`config.mk`:
```
export PLATFORM = sky130hd
export DESIGN_NAME = pid_velocity_thrust_controller_top
export DESIGN_NICKNAME = d
export VERILOG_FILES = /design/src/sv/pvtc_pkg.sv /design/src/sv/pvtc_scale.sv /design/src/sv/pvtc_apb_regs.sv /design/src/sv/pvtc_core.sv /design/src/sv/pid_velocity_thrust_controller_top.sv
export VERILOG_INCLUDE_DIRS = /design/src /design/src/sv
export SDC_FILE = /design/constraint.sdc
export NUM_CORES = 2
export LEC_CHECK = 0
export BUFFER_PORTS_ARGS = -buffer_cell sky130_fd_sc_hd__buf_2
export CAP_MARGIN = 20
export CORE_MARGIN = 4
export CORE_UTILIZATION = 35
export DETAILED_ROUTE_END_ITERATION = 6
export SLEW_MARGIN = 20
export SYNTH_ARGS = -nofsm -noshare
export SYNTH_HDL_FRONTEND = slang
export SYNTH_HIERARCHICAL = 1
export SYNTH_SLANG_ARGS = --single-unit
```
`constraint.sdc`:
```
create_clock -name clk -period 31.9 [get_ports clk]
set_input_delay 0 -clock clk [delete_from_list [all_inputs] [get_ports clk]]
set_output_delay 0 -clock clk [all_outputs]
set_load 0.01 [all_outputs]
```
`src/sv/pid_velocity_thrust_controller_top_assert.svh`:
```
// Assertion macros shared by the velocity controller modules.
`ifndef PID_VELOCITY_THRUST_CONTROLLER_TOP_ASSERT_SVH
`define PID_VELOCITY_THRUST_CONTROLLER_TOP_ASSERT_SVH

// Same-cycle implication, sampled on clk, disabled while rst_n is low.
`define PVTC_ASSERT_NOW(label, ante, cons, msg) \
    label: assert property (@(posedge clk) disable iff (!rst_n) (ante) |-> (cons)) \
        else $error(msg);

// Next-cycle implication, sampled on clk, disabled while rst_n is low.
`define PVTC_ASSERT_NEXT(label, ante, cons, msg) \
    label: assert property (@(posedge clk) disable iff (!rst_n) (ante) |=> (cons)) \
        else $error(msg);

`endif

```
`src/sv/pvtc_pkg.sv`:
```
// Package: widths, register codes, reset values and helpers of the velocity controller.
package pvtc_pkg;

    localparam int VALUE_WIDTH = 16;
    localparam int GAIN_WIDTH  = 24;
    localparam int FRAC_SHIFT  = 16;                       // Q8.16 gain fraction bits
    localparam int DIFF_W      = VALUE_WIDTH + 1;          // exact difference of two values
    localparam int PROD_W      = GAIN_WIDTH + DIFF_W;      // gain times magnitude
    localparam int SCALED_W    = PROD_W - FRAC_SHIFT + 2;  // signed rounded product
    localparam int CMD_W       = SCALED_W + 2;             // exact command sum
    localparam int NUM_REGS    = 6;
    localparam int REG_INDEX_W = $clog2(NUM_REGS);
    localparam int ADDR_W      = REG_INDEX_W + 2;
    localparam int DATA_W      = 32;
    localparam int FLAG_W      = 3;

    typedef enum logic [REG_INDEX_W-1:0] {
        REG_PROP_GAIN     = 3'd0,
        REG_INTEGRAL_GAIN = 3'd1,
        REG_DERIV_GAIN    = 3'd2,
        REG_CMD_FLOOR     = 3'd3,
        REG_CMD_CEILING   = 3'd4,
        REG_DEADBAND      = 3'd5
    } reg_index_t;

    typedef struct packed {
        logic        [GAIN_WIDTH-1:0]  prop_gain;
        logic        [GAIN_WIDTH-1:0]  integral_gain;
        logic        [GAIN_WIDTH-1:0]  deriv_gain;
        logic signed [VALUE_WIDTH-1:0] command_floor;
        logic signed [VALUE_WIDTH-1:0] command_ceiling;
        logic        [VALUE_WIDTH-2:0] direction_deadband;
    } cfg_t;

    localparam logic [GAIN_WIDTH-1:0]         RESET_PROP_GAIN     = GAIN_WIDTH'(57586);
    localparam logic [GAIN_WIDTH-1:0]         RESET_INTEGRAL_GAIN = GAIN_WIDTH'(456);
    localparam logic [GAIN_WIDTH-1:0]         RESET_DERIV_GAIN    = GAIN_WIDTH'(1013277);
    localparam logic signed [VALUE_WIDTH-1:0] RESET_CMD_FLOOR     = VALUE_WIDTH'(-2048);
    localparam logic signed [VALUE_WIDTH-1:0] RESET_CMD_CEILING   = VALUE_WIDTH'(2048);
    localparam logic [VALUE_WIDTH-2:0]        RESET_DEADBAND      = (VALUE_WIDTH-1)'(20);

    // Thruster flag patterns: bit 0 rear, bit 1 fore a, bit 2 fore b.
    localparam logic [FLAG_W-1:0] FLAGS_OFF     = 3'b000;
    localparam logic [FLAG_W-1:0] FLAGS_FORWARD = 3'b110;
    localparam logic [FLAG_W-1:0] FLAGS_REVERSE = 3'b001;

    // Ceiling tested first: floor > ceiling yields ceiling if v > ceiling, else floor.
    function automatic logic signed [VALUE_WIDTH-1:0] clamp_limits(
        input logic signed [CMD_W-1:0]       v,
        input logic signed [VALUE_WIDTH-1:0] floor_v,
        input logic signed [VALUE_WIDTH-1:0] ceil_v
    );
        logic signed [VALUE_WIDTH-1:0] r;
        if (v > CMD_W'(ceil_v))
            r = ceil_v;
        else if (v < CMD_W'(floor_v))
            r = floor_v;
        else
            r = v[VALUE_WIDTH-1:0];
        return r;
    endfunction

endpackage

```
`src/sv/pvtc_scale.sv`:
```
// Gain times signed value, rounded half away from zero back to the value format.
module pvtc_scale (
    input  logic        [pvtc_pkg::GAIN_WIDTH-1:0] gain,
    input  logic signed [pvtc_pkg::DIFF_W-1:0]     x,
    output logic signed [pvtc_pkg::SCALED_W-1:0]   y
);
    import pvtc_pkg::*;

    logic                  neg;
    logic [DIFF_W-1:0]     mag;
    logic [PROD_W-1:0]     prod;
    logic [PROD_W:0]       rounded;
    logic [SCALED_W-1:0]   q;

    always_comb
    begin
        neg     = x[DIFF_W-1];
        mag     = neg ? DIFF_W'(-x) : DIFF_W'(x);
        prod    = PROD_W'(gain) * PROD_W'(mag);
        rounded = {1'b0, prod} + (PROD_W+1)'(1 << (FRAC_SHIFT - 1));
        q       = SCALED_W'(rounded[PROD_W:FRAC_SHIFT]);
        y       = neg ? -$signed(q) : $signed(q);
    end

endmodule

```
`src/sv/pvtc_apb_regs.sv`:
```
// APB configuration registers of the velocity controller.
module pvtc_apb_regs (
    input  logic                          clk,
    input  logic                          rst_n,
    input  logic                          psel,
    input  logic                          penable,
    input  logic                          pwrite,
    input  logic [pvtc_pkg::ADDR_W-1:0]   paddr,
    input  logic [pvtc_pkg::DATA_W-1:0]   pwdata,
    output logic [pvtc_pkg::DATA_W-1:0]   prdata,
    output logic                          pready,
    output pvtc_pkg::cfg_t                cfg
);
    import pvtc_pkg::*;

    cfg_t       cfg_reg;
    reg_index_t index;
    logic       wr_en;

    assign index  = reg_index_t'(paddr[ADDR_W-1:2]);
    assign wr_en  = psel && penable && pwrite;
    assign pready = 1'b1;
    assign cfg    = cfg_reg;

    always_ff @(posedge clk or negedge rst_n)
    begin
        if (!rst_n)
        begin
            cfg_reg.prop_gain          <= RESET_PROP_GAIN;
            cfg_reg.integral_gain      <= RESET_INTEGRAL_GAIN;
            cfg_reg.deriv_gain         <= RESET_DERIV_GAIN;
            cfg_reg.command_floor      <= RESET_CMD_FLOOR;
            cfg_reg.command_ceiling    <= RESET_CMD_CEILING;
            cfg_reg.direction_deadband <= RESET_DEADBAND;
        end
        else if (wr_en)
        begin
            case (index)
                REG_PROP_GAIN:     cfg_reg.prop_gain          <= pwdata[GAIN_WIDTH-1:0];
                REG_INTEGRAL_GAIN: cfg_reg.integral_gain      <= pwdata[GAIN_WIDTH-1:0];
                REG_DERIV_GAIN:    cfg_reg.deriv_gain         <= pwdata[GAIN_WIDTH-1:0];
                REG_CMD_FLOOR:     cfg_reg.command_floor      <= pwdata[VALUE_WIDTH-1:0];
                REG_CMD_CEILING:   cfg_reg.command_ceiling    <= pwdata[VALUE_WIDTH-1:0];
                REG_DEADBAND:      cfg_reg.direction_deadband <= pwdata[VALUE_WIDTH-2:0];
                default:           ;
            endcase
        end
    end

    always_comb
    begin
        case (index)
            REG_PROP_GAIN:     prdata = DATA_W'(cfg_reg.prop_gain);
            REG_INTEGRAL_GAIN: prdata = DATA_W'(cfg_reg.integral_gain);
            REG_DERIV_GAIN:    prdata = DATA_W'(cfg_reg.deriv_gain);
            REG_CMD_FLOOR:     prdata = DATA_W'(cfg_reg.command_floor);
            REG_CMD_CEILING:   prdata = DATA_W'(cfg_reg.command_ceiling);
            REG_DEADBAND:      prdata = DATA_W'(cfg_reg.direction_deadband);
            default:           prdata = '0;
        endcase
    end

endmodule

```
`src/sv/pvtc_core.sv`:
```
// Control law: integral update, command sum, clamping and thruster direction.
`include "pid_velocity_thrust_controller_top_assert.svh"
module pvtc_core (
    input  logic                                clk,
    input  logic                                rst_n,
    input  logic                                advance,
    input  pvtc_pkg::cfg_t                      cfg,
    input  logic signed [pvtc_pkg::DIFF_W-1:0]  err,
    input  logic signed [pvtc_pkg::DIFF_W-1:0]  dmeas,
    output logic signed [pvtc_pkg::VALUE_WIDTH-1:0] command_next,
    output logic [pvtc_pkg::FLAG_W-1:0]         flags_next
);
    import pvtc_pkg::*;

    logic signed [VALUE_WIDTH-1:0] integral_reg;
    logic signed [VALUE_WIDTH-1:0] integral_next;
    logic [FLAG_W-1:0]             flags_reg;
    logic signed [SCALED_W-1:0]    p_term;
    logic signed [SCALED_W-1:0]    i_term;
    logic signed [SCALED_W-1:0]    d_term;
    logic signed [CMD_W-1:0]       integral_sum;
    logic signed [CMD_W-1:0]       command_sum;
    logic signed [VALUE_WIDTH:0]   band_pos;
    logic signed [VALUE_WIDTH:0]   band_neg;
    logic signed [VALUE_WIDTH:0]   command_ext;

    pvtc_scale u_scale_p (.gain(cfg.prop_gain),     .x(err),   .y(p_term));
    pvtc_scale u_scale_i (.gain(cfg.integral_gain), .x(err),   .y(i_term));
    pvtc_scale u_scale_d (.gain(cfg.deriv_gain),    .x(dmeas), .y(d_term));

    always_comb
    begin
        integral_sum  = CMD_W'(integral_reg) + CMD_W'(i_term);
        integral_next = clamp_limits(integral_sum, cfg.command_floor, cfg.command_ceiling);
        command_sum   = CMD_W'(p_term) + CMD_W'(integral_next) - CMD_W'(d_term);
        command_next  = clamp_limits(command_sum, cfg.command_floor, cfg.command_ceiling);

        band_pos    = $signed({2'b00, cfg.direction_deadband});
        band_neg    = -band_pos;
        command_ext = (VALUE_WIDTH+1)'(command_next);
        if (command_ext > band_pos)
            flags_next = FLAGS_FORWARD;
        else if (command_ext < band_neg)
            flags_next = FLAGS_REVERSE;
        else
            flags_next = flags_reg;
    end

    always_ff @(posedge clk or negedge rst_n)
    begin
        if (!rst_n)
        begin
            integral_reg <= '0;
            flags_reg    <= FLAGS_OFF;
        end
        else if (advance)
        begin
            integral_reg <= integral_next;
            flags_reg    <= flags_next;
        end
    end

    `PVTC_ASSERT_NOW(a_cmd_in_limits,
        advance && (cfg.command_floor <= cfg.command_ceiling),
        (command_next >= cfg.command_floor) && (command_next <= cfg.command_ceiling),
        "command outside limits")
    `PVTC_ASSERT_NEXT(a_forward_flags,
        advance && (command_ext > band_pos),
        flags_reg == FLAGS_FORWARD,
        "forward flags not taken")
    `PVTC_ASSERT_NEXT(a_state_holds,
        !advance,
        $stable(integral_reg) && $stable(flags_reg),
        "state changed without an item")

endmodule

```
`src/sv/pid_velocity_thrust_controller_top.sv`:
```
// Top level of the velocity PID controller with thruster direction selection.
//
//  channel  | handshake             | payload
//  ---------+-----------------------+-------------------------------------------------
//  input    | in_valid / in_ready   | target_velocity, sensed_velocity
//  output   | out_valid / out_ready | thrust_command, rear_thruster_on,
//           |                       | fore_thruster_a_on, fore_thruster_b_on
//  config   | APB psel/penable/...  | six registers at byte addresses 4*i
//
// One item per cycle unless out_ready stalls; out_valid marks a full result register.
// The input register holds the error and measurement step; the control law, its three
// gain multipliers and the clamps sit between it and the result register.
// Reset clears the integral, the stored velocity, the thruster flags and both valids.
// A stalled result holds in the result register while the input register still takes
// an item; only when both are full does in_ready drop.
`include "pid_velocity_thrust_controller_top_assert.svh"
module pid_velocity_thrust_controller_top (
    input  logic                                    clk,
    input  logic                                    rst_n,
    input  logic                                    psel,
    input  logic                                    penable,
    input  logic                                    pwrite,
    input  logic [pvtc_pkg::ADDR_W-1:0]             paddr,
    input  logic [pvtc_pkg::DATA_W-1:0]             pwdata,
    output logic [pvtc_pkg::DATA_W-1:0]             prdata,
    output logic                                    pready,
    input  logic                                    in_valid,
    output logic                                    in_ready,
    input  logic signed [pvtc_pkg::VALUE_WIDTH-1:0] target_velocity,
    input  logic signed [pvtc_pkg::VALUE_WIDTH-1:0] sensed_velocity,
    output logic                                    out_valid,
    input  logic                                    out_ready,
    output logic signed [pvtc_pkg::VALUE_WIDTH-1:0] thrust_command,
    output logic                                    rear_thruster_on,
    output logic                                    fore_thruster_a_on,
    output logic                                    fore_thruster_b_on
);
    import pvtc_pkg::*;

    cfg_t                          cfg;
    logic                          s1_valid_reg;
    logic signed [DIFF_W-1:0]      err_reg;
    logic signed [DIFF_W-1:0]      dmeas_reg;
    logic signed [VALUE_WIDTH-1:0] prev_velocity_reg;
    logic                          out_valid_reg;
    logic signed [VALUE_WIDTH-1:0] command_reg;
    logic [FLAG_W-1:0]             flags_out_reg;
    logic signed [VALUE_WIDTH-1:0] command_next;
    logic [FLAG_W-1:0]             flags_next;
    logic                          out_free;
    logic                          advance;
    logic                          in_accept;

    pvtc_apb_regs u_regs (
        .clk     (clk),
        .rst_n   (rst_n),
        .psel    (psel),
        .penable (penable),
        .pwrite  (pwrite),
        .paddr   (paddr),
        .pwdata  (pwdata),
        .prdata  (prdata),
        .pready  (pready),
        .cfg     (cfg)
    );

    pvtc_core u_core (
        .clk          (clk),
        .rst_n        (rst_n),
        .advance      (advance),
        .cfg          (cfg),
        .err          (err_reg),
        .dmeas        (dmeas_reg),
        .command_next (command_next),
        .flags_next   (flags_next)
    );

    // Advance the held item when the result register is empty or being drained.
    assign out_free  = !out_valid_reg || out_ready;
    assign advance   = s1_valid_reg && out_free;
    assign in_ready  = !s1_valid_reg || out_free;
    assign in_accept = in_valid && in_ready;

    // Input register: form error and measurement step at acceptance, keep the velocity.
    always_ff @(posedge clk or negedge rst_n)
    begin
        if (!rst_n)
        begin
            s1_valid_reg      <= 1'b0;
            prev_velocity_reg <= '0;
        end
        else
        begin
            if (in_accept)
            begin
                s1_valid_reg      <= 1'b1;
                prev_velocity_reg <= sensed_velocity;
            end
            else if (advance)
            begin
                s1_valid_reg <= 1'b0;
            end
        end
    end

    always_ff @(posedge clk)
    begin
        if (in_accept)
        begin
            err_reg   <= DIFF_W'(target_velocity) - DIFF_W'(sensed_velocity);
            dmeas_reg <= DIFF_W'(sensed_velocity) - DIFF_W'(prev_velocity_reg);
        end
    end

    // Result register: hold while the consumer stalls.
    always_ff @(posedge clk or negedge rst_n)
    begin
        if (!rst_n)
        begin
            out_valid_reg <= 1'b0;
        end
        else if (out_free)
        begin
            out_valid_reg <= s1_valid_reg;
        end
    end

    always_ff @(posedge clk)
    begin
        if (advance)
        begin
            command_reg   <= command_next;
            flags_out_reg <= flags_next;
        end
    end

    assign out_valid          = out_valid_reg;
    assign thrust_command     = command_reg;
    assign rear_thruster_on   = flags_out_reg[0];
    assign fore_thruster_a_on = flags_out_reg[1];
    assign fore_thruster_b_on = flags_out_reg[2];

    `PVTC_ASSERT_NOW(a_no_overwrite,
        s1_valid_reg && out_valid_reg && !out_ready,
        !in_ready,
        "input taken while both stages are full")
    `PVTC_ASSERT_NEXT(a_item_moves_on,
        s1_valid_reg && out_free,
        out_valid_reg,
        "held item did not reach the result register")
    `PVTC_ASSERT_NEXT(a_accept_fills,
        in_valid && in_ready,
        s1_valid_reg,
        "accepted item not held")

endmodule

```
==> run_results.csv <==
group,metric,value,unit
critical_path,arrival,23930,ps
timing,fin_skew,24.50,ps
global_routing,grt_pass1_vias,51810,
critical_path,slowest_delay,900,ps
global_routing,grt_pass1_wl,294400,um
global_routing,antenna_found_initial,8,
critical_path,rr_endpoint,"flags_out_reg[0]",
final_layout,seq_area,5538,um2
routing,drc_errors,0,
timing,fmax,42.38,MHz
critical_path,critical_path.startpoint,"err_reg[2]",
floorplanning,dieArea,183800,um2
floorplanning,die_x,428.7,um
synthesis,yosysSeqAreaShare,0.08938,
floorplanning,die_height,428.7,um
global_routing,grt-ovfl-total,0,
place,dp_hpwl,150400,um
final_layout,utilization,0.3794,
final_layout,nets,8819,
place,dpl.cell_count,9343,
floorplanning,start_util,0.3517,
synthesis,synthesis.area,61940,um2
synthesis,synthSimpleGateAreaFrac,0.1709,
synthesis,synth_fa_ha_area_frac,0.4581,
synthesis,synth_top_family_by_area,"adder cells",
synthesis,synthCells,7075,
synthesis,synthXorXnorAreaFrac,0.03571,
routing,drt-initial-drc-count,3463,
routing,firstDrtPassIters,6,
clocking,cts.path.max_buffers,3,
timing,setup_viol,0,
synthesis,ys_async_sr_fraction,0.7464,
clocking,htree_num_levels,1,
critical_path,cp_slowest_cell,"o21a_1",
routing,wl_per_cell,19.58,um
clocking,cts.sinks,209,
timing,hold_violations,0,
clocking,postCtsSetupBuffers,0,
floorplanning,core-area,176100,um2
critical_path,crit_type,"flop to flop",
synthesis,postSynthNetCount,8807,
global_routing,grt_usage,0.1994,
timing,post-route-min-period,23600,ps
synthesis,synth_compound_area_frac,0.1075,
floorplanning,pin_count,130,
clocking,cts_tree,"built",
critical_path,critPathMaxFanout,32,
clocking,cts_buffers,27,
outcome,status,"completed",
critical_path,worstRegToRegCells,74,
final_layout,multiInputGateArea,50210,um2
synthesis,syn-mean-instance-area,8.755,um2
critical_path,r2r-start,"err_reg[2]",
synthesis,ys_seq_elements,209,
final_layout,fill_cells,18060,
place,port_buffers,118,
worst_hold_path,min_path_type,"input pin to flop",
timing,tightest_slew,1062,ps
clocking,cts.clk_slew.worst_paths,60,ps
global_routing,grt_max_degree,84,
timing,maxSlewViolCount,0,
final_layout,drive_above_1_share,0.08118,
routing,via_count,49110,
critical_path,worstSetupStartpointType,"flop",
final_layout,largest_reg_flops,119,
critical_path,endpoint_kind,"flop",
synthesis,yosys_most_used_dff,"dfrtp_1",
timing,post-route-period-util,0.7398,
routing,ant_nets,0,
timing,slew_headroom,0.2923,
job,maxCapViolCount,0,
critical_path,required,32230,ps
synthesis,synth.distinct_cells,136,
synthesis,synth-edff-count,53,
final_layout,area_delta_synth_final,7.860,%
routing,routed_wirelength,185000,um
synthesis,yosys_warnings,6,
final_layout,finalNonFillerCells,9452,
clocking,clock_latency,590,ps
critical_path,critPathMostFrequentCell,"fa_1",
timing,fin_tns_setup,0,ps
critical_path,crit_end,"flags_out_reg[0]",
clocking,clock-root-buffer,"clkbuf_16",
floorplanning,rows,154,
place,globalplace.congestion,0.9438,
critical_path,regToRegSetupSlack,8300,ps
timing,rsz0062_at_grt,"false",
routing,routed_via_density,5.196,
synthesis,yosys-mux-area-fraction,0.03169,
-- cell usage in the layout, fill, tap and decap left out, types with 31 or more instances in the layout --
master | synthesis | final
inv_1 | 1407 | 1407
fa_1 | 1020 | 1020
nand2_1 | 1000 | 1000
ha_1 | 636 | 636
and2_1 | 433 | 432
a21oi_1 | 234 | 234
o21ai_0 | 172 | 172
nor2_1 | 160 | 160
xnor2_1 | 175 | 142
dfrtp_1 | 123 | 122
buf_2 | 15 | 117
mux2_2 | 114 | 114
a21o_1 | 98 | 98
buf_4 | 22 | 97
nor2b_1 | 96 | 96
nand3_1 | 74 | 74
nand4_1 | 69 | 69
xor2_1 | 67 | 61
edfxtp_1 | 53 | 53
dlygate4sd3_1 | 0 | 53
nor3_1 | 51 | 51
a211oi_1 | 48 | 48
o31ai_1 | 47 | 47
nand2b_1 | 40 | 40
o21a_1 | 35 | 35
dfstp_2 | 33 | 33
and3_1 | 32 | 32
a31oi_1 | 31 | 31
mux2_1 | 31 | 31
-- cell usage after synthesis, types with 22 or more instances --
master | number | area, um2
a21oi_1 | 234 | 1171
nor2_1 | 160 | 600.6
and3_1 | 32 | 200.2
nand3_1 | 74 | 370.4
edfxtp_1 | 53 | 1592
nand2b_1 | 40 | 250.2
o21ai_0 | 172 | 860.8
buf_4 | 22 | 165.2
mux2_2 | 114 | 1284
xnor2_1 | 175 | 1533
o21a_1 | 35 | 262.8
xor2_1 | 67 | 586.8
ha_1 | 636 | 7958
clkbuf_1 | 228 | 855.8
and2_1 | 433 | 2709
nor4_1 | 23 | 143.9
o31ai_1 | 47 | 352.8
inv_1 | 1407 | 5281
mux2i_1 | 33 | 330.3
a211oi_1 | 48 | 360.4
dfstp_2 | 33 | 867.1
nand2_1 | 1000 | 3754
nor2b_1 | 96 | 600.6
a31oi_1 | 31 | 193.9
a211o_1 | 27 | 236.5
dfrtp_1 | 123 | 3078
nand4_1 | 69 | 431.7
nor3_1 | 51 | 255.2
a21o_1 | 98 | 735.7
mux2_1 | 31 | 349.1
or3_1 | 30 | 187.7
fa_1 | 1020 | 20420
-- what timing repair did --
item / CTS / global route
hold buffers: 53 / 0
hold endpoints to repair: 226 / 0
resized for setup: 0 / 0
-- routing by layer --
| metal | vias to the layer above | track usage | routed length, um |
|---|---|---|---|
| met5 | - | 0 | 0 |
| met4 | 0 | 0.05230 | 5667 |
| met3 | 293 | 0.02877 | 11140 |
| met2 | 1434 | 0.3472 | 89560 |
| met1 | 24850 | 0.2591 | 78660 |
| li1 | 22530 | - | - |
-- worst max-delay path, delay by kind of cell (launching register included) --
kind,cells,cell delay [ps]
AOI/OAI and AO/OA,30,10230
and+or+nand+nor,20,4660
DFF,1,690
buffers and inverters,7,710
adders and majority gates,14,6060
xor gates and xnor gates,3,920
-- how the worst min path moves through the flow --
| stage | start | to | cells past startpoint |
|---|---|---|---|
| 2_1_floorplan | rst_n | out_valid | 0 |
| 4_1_cts | target_velocity[3] | err_reg[3] | 4 |
| 5_1_grt | target_velocity[8] | err_reg[8] | 3 |
| 6_report | target_velocity[3] | err_reg[3] | 4 |
| 3_5_place_dp | rst_n | out_valid | 1 |
| 3_3_place_gp | rst_n | out_valid | 1 |
-- per-stage QoR --
stage | hold slack, ps | worst slack [ps] | area [um2]
floorplan | -295.6 | 13070 | 61940
global placement | 99.08 | 9234 | 65290
detailed placement | 116.0 | 8885 | 65290
CTS | 9.277 | 8789 | 66760
global route | 63.21 | 6852 | 66800
finish | 47.89 | 8302 | 66810
-- final cells by class --
cell class / count / share of cell area
Timing Repair Buffer: 271 / 0.02839
Inverter: 1408 / 0.07911
Clock buffer: 34 / 0.01167
Clock inverter: 16 / 0.002491
Sequential cell: 209 / 0.08289
Multi-Input combinational cell: 5170 / 0.7515
Antenna cell: 4 / 0.0001498
Tap cell: 2340 / 0.04382
-- kinds of logic (layout without fill, tap and decap cells) --
kind of cell    after synthesis  after routing
fa+ha+maj                  1656           1656
compound gates              961            961
flops                       209            209
mux                         178            178
simple gates               2127           2127
other cells                   1              5
xor+xnor                    247            247
buf+inv                    1696           1729
Power is left out: the tool's default activity adds up to more than one toggle a clock period on the data nets, which glitch-free logic cannot reach.
